$ cat src/design/wtli_pkg.sv
// Shared types, field layout and constants of the wavetable lookup block.
`timescale 1ns / 1ps

package wtli_pkg;

    localparam int TABLE_DEPTH = 1024;
    localparam int LANES       = 4;
    localparam int SAMPLE_BITS = 16;
    localparam int PHASE_BITS  = 24;

    localparam int IDX_BITS  = $clog2(TABLE_DEPTH);
    localparam int FRAC_BITS = PHASE_BITS - IDX_BITS;
    localparam int DIFF_BITS = SAMPLE_BITS + 1;
    localparam int PROD_BITS = DIFF_BITS + FRAC_BITS + 1;

    // Input tdata layout, lowest field first
    localparam int WIDX_LSB     = 0;
    localparam int WSAMP_LSB    = WIDX_LSB + IDX_BITS;
    localparam int PHASE_LSB    = WSAMP_LSB + SAMPLE_BITS;
    localparam int IN_USED_BITS = PHASE_LSB + LANES * PHASE_BITS;
    localparam int IN_DATA_BITS = ((IN_USED_BITS + 7) / 8) * 8;

    // Output tdata layout
    localparam int OUT_USED_BITS = LANES * SAMPLE_BITS;
    localparam int OUT_DATA_BITS = ((OUT_USED_BITS + 7) / 8) * 8;

    // Configuration port
    localparam int APB_ADDR_BITS = 3;
    localparam int APB_DATA_BITS = 32;
    localparam int MODE_BITS     = 2;

    typedef logic signed [SAMPLE_BITS-1:0] sample_t;
    typedef logic [IDX_BITS-1:0]           index_t;
    typedef logic [PHASE_BITS-1:0]         phase_t;

    typedef enum logic [MODE_BITS-1:0] {
        MODE_NONE   = 2'd0,
        MODE_LINEAR = 2'd1,
        MODE_ZERO   = 2'd2
    } mode_t;

    typedef enum logic {
        KIND_WRITE  = 1'b0,
        KIND_LOOKUP = 1'b1
    } kind_t;

    // Per-cycle strobes broadcast to every lane
    typedef struct packed {
        logic wr_en;
        logic ld_a;
        logic ld_b;
    } lane_ctl_t;

endpackage

$ cat src/design/wtli_merge.sv
// Output stage: gathers lane samples into one result item and holds it for the sink.
`timescale 1ns / 1ps

module wtli_merge (
    input  logic                                   clk,
    input  logic                                   rst_n,
    input  logic                                   in_valid,
    input  wtli_pkg::sample_t                      samples [wtli_pkg::LANES],
    output logic                                   ready,
    output logic                                   m_axis_tvalid,
    input  logic                                   m_axis_tready,
    output logic [wtli_pkg::OUT_DATA_BITS-1:0]     m_axis_tdata
);
    import wtli_pkg::*;

    logic                     valid_reg;
    logic                     valid_next;
    logic [OUT_DATA_BITS-1:0] data_reg;
    logic [OUT_DATA_BITS-1:0] data_next;

    // Take a new item when the register is empty or being drained
    assign ready = !valid_reg || m_axis_tready;

    always_comb
    begin
        data_next = '0;
        for (int k = 0; k < LANES; k++)
        begin
            data_next[k*SAMPLE_BITS +: SAMPLE_BITS] = samples[k];
        end
    end

    always_comb
    begin
        valid_next = valid_reg;
        if (ready)
        begin
            valid_next = in_valid;
        end
    end

    always_ff @(posedge clk or negedge rst_n)
    begin
        if (!rst_n)
        begin
            valid_reg <= 1'b0;
        end
        else
        begin
            valid_reg <= valid_next;
        end
    end

    always_ff @(posedge clk)
    begin
        if (ready && in_valid)
        begin
            data_reg <= data_next;
        end
    end

    assign m_axis_tvalid = valid_reg;
    assign m_axis_tdata  = data_reg;

endmodule

$ cat config.mk
export PLATFORM = sky130hd
export DESIGN_NAME = wtli_merge
export DESIGN_NICKNAME = d
export VERILOG_FILES = /design/src/design/wtli_pkg.sv /design/src/design/wtli_merge.sv
export SDC_FILE = /design/constraint.sdc
export NUM_CORES = 1
export LEC_CHECK = 0
export BUFFER_PORTS_ARGS = -buffer_cell sky130_fd_sc_hd__buf_2
export CORE_AREA = 4 4 76 78
export DETAILED_ROUTE_END_ITERATION = 8
export DIE_AREA = 0 0 80 82
export GPL_ROUTABILITY_DRIVEN = 0
export GPL_TIMING_DRIVEN = 1
export HOLD_SLACK_MARGIN = 0.12
export PLACE_DENSITY = 0.83
export SLEW_MARGIN = 20
export SYNTH_ARGS = -nofsm -noshare
export SYNTH_HDL_FRONTEND = slang
export SYNTH_SLANG_ARGS = --single-unit
$ cat constraint.sdc
create_clock -name clk -period 1.9 [get_ports clk]
set_input_delay 0.095 -clock clk [delete_from_list [all_inputs] [get_ports clk]]
set_output_delay 0.095 -clock clk [all_outputs]
set_load 0.02 [all_outputs]
# Word level (Yosys, flattened, before mapping)
# Cells that the tools add are included.
# W data, S select, Z words.
[totals]
reg_bits = 65
input_bits = 68
output_inout_bits = 66
wordCells = 5
[op_classes]
n_reduce_logical = 3
[op_table]
columns = ["op", "n"]
rows = [
  ["$logic_and A1 B1 Y1", 1],
  ["$logic_not A1 Y1", 1],
  ["$logic_or A1 B1 Y1", 1],
]

# Longest topological paths before layout
# Gate-level depths: netlist of run 1.
[logic_depth]
ltp_word = 3
mapped_depth = 2
depth_no_buf = 2

# Least setup slack after synthesis of run 1
# Ideal clock, no wire load.
[synth_timing]
kind = "reg2reg"
startpoint = "register valid_reg (netlist: m_axis_tvalid)"
endpoint = "register data_reg[0] (netlist: m_axis_tdata[0]) (enable)"
arrival_time_ns = 1.166
path_slack_ns = 0.357
path_stages_with_launch = 3
cell_sequence = "dfrtp_1 > nand2b_4 > and2_4"
[synth_between]
elab_chain_len = 3
[synth_rtl]
columns = ["element", "line", "rtl"]
rows = [
  ["from (decl)", "wtli_merge.sv:16", "logic valid_reg;"],
  ["from (signal assigned)", "wtli_merge.sv:50", "valid_reg <= valid_next;"],
  ["$logic_not A1 Y1", "wtli_merge.sv:22", "assign ready = !valid_reg || m_axis_tready;"],
  ["$logic_or A1 B1 Y1", "wtli_merge.sv:22", ""],
  ["named net ready", "wtli_merge.sv:9", "output logic ready,"],
  ["$logic_and A1 B1 Y1", "wtli_merge.sv:56", "if (ready && in_valid)"],
  ["to (signal assigned)", "wtli_merge.sv:58", "data_reg <= data_next;"],
  ["to (decl)", "wtli_merge.sv:18", "logic [OUT_DATA_BITS-1:0] data_reg;"],
]
# The timed path passes the listed nets, and every way through them passes these cells.
# A chain may end at the register's enable or synchronous reset.

# Worst setup path after layout of run 1
[layout_timing]
startpoint = "register valid_reg (netlist: m_axis_tvalid)"
endpoint = "register data_reg[45] (netlist: m_axis_tdata[45]) (enable)"
[layout_between]
elab_chain_len = 3
[layout_rtl]
columns = ["element", "line"]
rows = [
  ["$logic_not A1 Y1", "wtli_merge.sv:22"],
  ["$logic_or A1 B1 Y1", "wtli_merge.sv:22"],
  ["$logic_and A1 B1 Y1", "wtli_merge.sv:56"],
]
# Every way passes these cells.

==> run summary, run 1 <==
IO buf count -> 133
FP Rows -> 26
GRT Util Overall -> 18.3%
Initial antenna violation count -> 0
Crit Reg-Reg Startpoint -> m_axis_tvalid
Vias -> 1475
Top-Level Pins -> 134
Power Total -> 3.31 mW
RSZ-0062 raised after global routing -> no
Core area -> 5070 um2
Worst Path Arrival -> 1320 ps
Pre-CTS setup slack -> 605 ps
Area of the multi-input gates -> 28.8 um2
Required @ worst endpoint -> 1890 ps
WL final -> 5610 um
Max frequency -> 757 MHz
DIE AREA -> 6560 um2
Nets@finish -> 350
Final setup violating endpoints -> 0
Netlist cell types -> 5
R2r setup slk -> 580 ps
Clock buffer depth -> 2
CTS root buf -> clkbuf_8
CP Launch Point -> m_axis_tvalid
Synth Warn # -> 0
Critical Path Fanout Max -> 27
Register area -> 1950 um2
Met2 Track Usage GR -> 31.5%
Largest net degree at the start of global routing -> 38
Worst path slowest cell -> dfrtp_1
Clk slew on worst S/H paths -> 70 ps
Setup Skew -> 7.64 ps
Synth Instances -> 68
Crit start category -> flop
Syn Nets -> 136
Via-to-Cell Ratio -> 4.13
Final design utilization -> 71.8%
Residual DRC -> 0
Final WS setup -> 579 ps
Die width -> 80 um
Met1 Usage GRT -> 19.6%
HP Class -> in2reg
Post-cts sizing count -> 0
WL/cell -> 15.7 um
Clock latency on the worst-skew pair -> 330 ps
R2r endpoint -> m_axis_tdata[45]
Register area share after synthesis -> 98.5%
R2R cell count -> 3
Vias in the first global route -> 1632
Slowest stage delay, CP -> 410 ps
Slew Limit Fails -> 0
Critical path buffers and inverters -> 1
TritonCTS buffer count -> 9
WS Path Type -> reg2reg
Yosys top cell by area -> edfxtp_1
Gr ovfl total -> 0
CP cell instances -> nand2b_4, and2_4, buf_4
Synth Area per Inst -> 29.1 um2
Layer with the highest usage -> met2
Highest ir drop seen on vdd -> 0.000616 V
Max H-tree Level -> 3
Layout cells sized above 1 -> 52.3%
Leakage -> 1.56 nW
Synth-to-layout area growth -> 84.4%
P per Cell Area -> 908 nW/um2
Top post-synthesis cells by area -> edfxtp_1 (97%), dfrtp_1 (1.3%), nand2b_4 (0.70%), and2_4 (0.44%), nand2b_1 (0.32%)
Post-CTS Setup Bufs -> 0
Post-synth top area share -> 97.3%
Max-cap violations -> 0
Rel. slew slack -> 78.0%
Fillers -> 328
Crit share post-route -> 69.5%
Final ANT Viol Nets -> 0
CTS tree -> yes
Status -> completed
Post-synthesis register bit count -> 65
Final Critical Period -> 1320 ps
Final Hold Viols -> 0
# diodes -> 0
Worst-Margin Slew -> 330 ps
1st-iter DRT viols -> 36
Cell depth of the worst setup path -> 3
Global-route wire length before repair -> 8390 um
Clock sink count -> 65
Crit. End Element -> flop
Routing usage on met3 -> 7.35%
Setup TNS Final -> 0 ps
Die height -> 82 um
Synth Cell Area -> 1980 um2
Crit path max-delay family -> flip-flops
1st-pass router iterations -> 4
Initial Util -> 38.9%
Crit path to -> m_axis_tdata[45]
-- state kept, by name (all words and copies together), names as in the netlist --
register       flops
m_axis_tdata      64
m_axis_tvalid      1
-- metrics by stage --
| stage | instance area (um2) | std cells | hold slack (ps) |
|---|---|---|---|
| floorplan | 1980 | 68 | -201 |
| global placement | 2760 | 273 | -129 |
| finish | 3640 | 357 | 462 |
| detailed placement | 2760 | 273 | -127 |
| global route | 3640 | 357 | 448 |
| CTS | 3640 | 357 | 453 |
-- cells in the mapped netlist, drive strengths merged --
master	count
and2	1
dfrtp	1
edfxtp	64
nand2b	2
-- placed cells by master (no fill, tap or decap) --
cell           count
buf_12             1
dlygate4sd3_1     68
and2_4             1
clkinv_2           2
edfxtp_1          64
nand2b_1           1
clkbuf_8           9
nand2b_4           1
buf_2            133
bufinv_16          2
clkbuf_1           3
dfrtp_1            1
buf_4              1
-- metal layers --
layer	wire, um	share of wire [%]
met4	72	1.3
met1	1990	35
met3	554	9.9
met2	2990	53
met5	0	0
-- where the power goes --
part	total (mW)	switching (mW)	internal [mW]
Clock	1.21	0.475	0.736
Sequential	1.69	0.0209	1.67
Combinational	0.405	0.205	0.200
-- cells by family (layout without fill, tap and decap cells) --
family,after synthesis,count (layout),share of synthesized area (%)
flip-flops,65,65,98.5
AND/OR/NAND/NOR,3,3,1.46
buffers and inverters,0,219,0
-- final cells by class --
type                       count  area share (%)
multi-input combinational      3           0.790
tap                           70            2.40
clock inverter                 4            1.92
clock buffer                  12            3.71
timing repair buffer         203            37.7
sequential                    65            53.5
-- worst min path at each step --
stage           startpoint               end  depth (start not counted)
3_5_place_dp         rst_n     m_axis_tvalid                          1
3_3_place_gp         rst_n     m_axis_tvalid                          1
2_1_floorplan        rst_n     m_axis_tvalid                          0
5_1_grt        samples[62]  m_axis_tdata[14]                          2
6_report       samples[14]  m_axis_tdata[62]                          2
4_1_cts        samples[52]   m_axis_tdata[4]                          2
-- timing repair --
action,CTS,global route
setup endpoints to repair,0,0
hold endpoints to repair,66,0
hold buffers,68,0
Note: power is estimated with default switching activity, not from simulation.
==> run 2, diff against run 1 <==
- CORE_AREA: 4 4 76 78 -> 4 4 80 82
- DIE_AREA: 0 0 80 82 -> 0 0 84 86
- PLACE_DENSITY: 0.83 -> 0.79
- clock period: 1.9 -> 1.21 ns (I/O delays scaled with it)
==> run summary, run 2 (synthesized netlist as in run 1, its figures left out) <==
Gr ovfl total -> 0
Die width -> 84 um
Clock share of power -> 30.6%
Net switching power -> 1.09 mW
Initial Util -> 34.4%
Post-route cell area -> 3660 um2
Final ANT Viol Nets -> 0
Slew Limit Fails -> 0
Fin cells -> 364
Most common cell after layout, fill and taps aside -> buf_2
RSZ-0062 raised after global routing -> yes
CP cell instances -> nand2b_4, and2_4, clkbuf_16
IO buf count -> 133
Final Critical Period -> 1210 ps
1st-iter DRT viols -> 34
# diodes -> 0
Residual DRC -> 0
Clock latency on the worst-skew pair -> 330 ps
1st-pass router iterations -> 3
Post-Place Cells -> 278
Setup Skew -> 8.75 ps
HP Class -> in2reg
Internal power -> 3.69 mW
Sw Share -> 22.8%
Layer with the highest usage -> met2
Slowest stage delay, CP -> 430 ps
Via-to-Cell Ratio -> 4.13
Layout cells sized above 1 -> 52.9%
Hold Path Depth -> 2
Worst Path Arrival -> 1260 ps
Vias -> 1502
Detail Placement HPWL -> 3280 um
Met1 Usage GRT -> 15.9%
P per Cell Area -> 1310 nW/um2
FP Rows -> 28
Initial antenna violation count -> 0
DIE AREA -> 7220 um2
TritonCTS buffer count -> 9
Routing usage on met3 -> 5.96%
Post-CTS Setup Bufs -> 0
Highest ir drop seen on vdd -> 0.000815 V
CTS tree -> yes
Clk slew on worst S/H paths -> 70 ps
Crit start category -> flop
Top-Level Pins -> 134
Post-cts sizing count -> 0
Clock sink count -> 65
Leakage -> 1.57 nW
Worst-Margin Slew -> 148 ps
Seq pwr share -> 55.5%
Global-route wire length before repair -> 8200 um
Max-cap violations -> 0
Pre-CTS setup slack -> 23.2 ps
Rel. slew slack -> 90.2%
Largest net degree at the start of global routing -> 35
Placed cell area -> 2780 um2
Status -> completed
Required @ worst endpoint -> 1260 ps
WL/cell -> 15.4 um
Met2 Track Usage GR -> 28.4%
Max H-tree Level -> 3
Fillers -> 438
Largest register FFs -> 64
Hold Slack -> 433 ps
WS Path Type -> reg2reg
Synth-to-layout area growth -> 85.4%
Critical Path Fanout Max -> 17
R2R cell count -> 3
Nets@finish -> 352
Die height -> 86 um
GRT Util Overall -> 16.1%
Vias in the first global route -> 1631
Most frequent cells in the layout -> buf_2 (133), dlygate4sd3_1 (68), edfxtp_1 (64)
Crit. End Element -> flop
Max frequency -> 828 MHz
Crit share post-route -> 99.8%
Final Hold Viols -> 0
Final setup violating endpoints -> 0
CTS root buf -> clkbuf_8
Core area -> 5750 um2
Clock buffer depth -> 2
Final WS setup -> 1.87 ps
WL final -> 5610 um
Comb power frac -> 14.0%
Worst path slowest cell -> dfrtp_2
## run 2: metrics by stage
| step | TNS [ps] | total power [mW] | util [%] |
|---|---|---|---|
| floorplan | -19110 | 2.91 | - |
| global placement | 0 | 3.16 | 48.3 |
| detailed placement | 0 | 3.17 | 48.3 |
| CTS | 0 | 4.80 | 62.9 |
| global route | -1260 | 5.00 | 63.7 |
| finish | 0 | 4.78 | 63.7 |
## run 2: worst paths after layout
path	end	slack (ps)	startpoint
max	m_axis_tdata[42]	2	m_axis_tvalid
min	m_axis_tdata[49]	430	samples[1]
max reg2reg	m_axis_tdata[42]	2	m_axis_tvalid
min reg2reg	m_axis_tvalid	550	m_axis_tvalid
max in group asynchronous	m_axis_tvalid	500	rst_n
min in group asynchronous	m_axis_tvalid	600	rst_n
## run 2: power groups by stage
stage / Combinational (mW) / Sequential, mW / Clock (mW)
after CTS: 0.637 / 2.65 / 1.51
after floorplan: 0.0510 / 2.86 / 0
after global routing: 0.711 / 2.66 / 1.63
after global placement: 0.460 / 2.70 / 0
final: 0.668 / 2.65 / 1.46
after detailed placement: 0.471 / 2.70 / 0
## run 2: timing repair
item,CTS,global route
endpoints found under the hold margin,66,0
hold buffers,68,0
setup endpoints to repair,0,64
## run 2: cell type report
cell class	count	area (um2)	share of cell area (%)
flip-flops and latches	65	1950	53.2
repair buffers	205	1440	39.2
clock buffers	12	135	3.69
well taps	75	93.8	2.56
multi-input cells	3	28.8	0.786
clock inverters	4	20.0	0.547
## run 2: per-layer routing
| metal | routed length, um | share of wire [%] |
|---|---|---|
| met4 | 165 | 2.9 |
| met2 | 2960 | 53 |
| met1 | 2010 | 36 |
| met3 | 476 | 8.5 |
| met5 | 0 | 0 |
## run 2: worst max-delay path, delay by kind of cell, from the launching register on
family | cells | cell delay (ps)
and+or+nand+nor | 2 | 290
DFF | 1 | 430
buffers and inverters | 1 | 200
==> run 3, diff against run 2 <==
--- a/config.mk
+++ b/config.mk
@@ -15,2 +15,3 @@
 export PLACE_DENSITY = 0.79
+export REMOVE_ABC_BUFFERS = 1
 export SLEW_MARGIN = 20
==> constraint.sdc (replaced) <==
create_clock -name clk -period 1.21 [get_ports clk]
set_input_delay 0.121 -clock clk [delete_from_list [all_inputs] [get_ports clk]]
set_output_delay 0.121 -clock clk [all_outputs]
set_load 0.02 [all_outputs]
==> run summary, run 3 (synthesized netlist as in run 1, its figures left out) <==
Status -> completed
Post-Place Cells -> 279
Max H-tree Level -> 3
Nets@finish -> 351
Slowest stage delay, CP -> 400 ps
Clock sink count -> 65
Largest register FFs -> 64
GRT Util Overall -> 15.0%
1st-pass router iterations -> 5
Synth-to-layout area growth -> 85.6%
Final Critical Period -> 1170 ps
Critical Path Fanout Max -> 30
Gr ovfl total -> 0
Final Hold Viols -> 0
Final ANT Viol Nets -> 0
Top-Level Pins -> 134
Global-route wire length before repair -> 8060 um
Leakage -> 1.58 nW
CP cell instances -> nand2b_4, and2_4, buf_12
Fin cells -> 362
Worst path slowest cell -> dfrtp_1
1st-iter DRT viols -> 23
Crit. End Element -> flop
Max frequency -> 858 MHz
Die width -> 84 um
RSZ-0062 raised after global routing -> no
WS Path Type -> reg2reg
Worst Path Arrival -> 1180 ps
DIE AREA -> 7220 um2
Max-cap violations -> 0
IO buf count -> 133
Largest net degree at the start of global routing -> 31
FP Rows -> 28
Clk slew on worst S/H paths -> 60 ps
Initial antenna violation count -> 0
WL/cell -> 14.0 um
Vias -> 1425
Crit start category -> flop
WL final -> 5060 um
CTS tree -> yes
Most common cell after layout, fill and taps aside -> buf_2
Initial Util -> 34.4%
Vias in the first global route -> 1604
CTS root buf -> clkbuf_8
Via-to-Cell Ratio -> 3.94
Most frequent cells in the layout -> buf_2 (133), dlygate4sd3_1 (67), edfxtp_1 (64)
# diodes -> 0
Layout cells sized above 1 -> 52.3%
Final design utilization -> 63.8%
TritonCTS buffer count -> 9
Worst-Margin Slew -> 155 ps
Crit share post-route -> 96.3%
HP Class -> in2reg
Clock buffer depth -> 2
Highest ir drop seen on vdd -> 0.000740 V
P per Cell Area -> 1410 nW/um2
Setup Skew -> 4.72 ps
Die height -> 86 um
Slew Limit Fails -> 0
Core area -> 5750 um2
Rel. slew slack -> 89.7%
Residual DRC -> 0
Final setup violating endpoints -> 0
Clock latency on the worst-skew pair -> 320 ps
Required @ worst endpoint -> 1230 ps
==> run 3: power by group <==
part	internal (mW)	switching [mW]
Combinational	0.322	0.315
Sequential	2.62	0.0295
Clock	1.14	0.728
Total	4.09	1.07
==> run 3: through the flow <==
stage                     setup TNS, ps  hold slack [ps]  power [mW]  setup slack (ps)  area [um2]
after global placement                0             -102        3.16              61.1        2780
final                                 0              253        5.16              44.3        3670
after global routing                  0              277        5.39              7.59        3670
after detailed placement              0            -99.6        3.17              51.9        2780
after floorplan                  -21320             -175        2.91              -333        1980
after CTS                             0              483        5.21              24.8        3660
==> run 3: per-layer routing <==
metal / GRT usage [%] / share of wire (%) / vias up
li1: - / - / 702
met1: 16.2 / 38 / 636
met2: 25.6 / 51 / 83
met3: 6.53 / 10 / 4
met4: 7.16 / 0.63 / 0
met5: 0 / 0 / -
==> run 3: final timing paths <==
| path | startpoint | end | slack [ps] | depth (start not counted) |
|---|---|---|---|---|
| setup / recovery | m_axis_tvalid | m_axis_tdata[32] | 40 | 3 |
| max in group asynchronous | rst_n | m_axis_tvalid | 480 | 3 |
| setup reg to reg | m_axis_tvalid | m_axis_tdata[32] | 40 | 3 |
| hold / removal | m_axis_tready | m_axis_tvalid | 250 | 4 |
| min in group asynchronous | rst_n | m_axis_tvalid | 630 | 3 |
| hold reg to reg | m_axis_tvalid | m_axis_tvalid | 540 | 2 |
==> run 3: critical path: cells and delay by family, from the launching register on <==
kind | cells | cell delay, ps
flip-flops | 1 | 400
AND/OR/NAND/NOR | 2 | 260
buffers and inverters | 1 | 190
==> run 3: layout make-up <==
class / instances / area [um2]
clock inverter: 4 / 68.8
sequential: 65 / 1950
tap: 75 / 93.8
timing repair buffer: 204 / 1400
clock buffer: 11 / 131
fill: 434 / 2080
multi-input combinational: 3 / 28.8
==> run 3: what timing repair did <==
item / CTS / global route
hold buffers: 68 / 0
endpoints found under the hold margin: 66 / 0
buffers inserted: 0 / 0
gates resized for setup: 0 / 1
setup endpoints to repair: 0 / 23
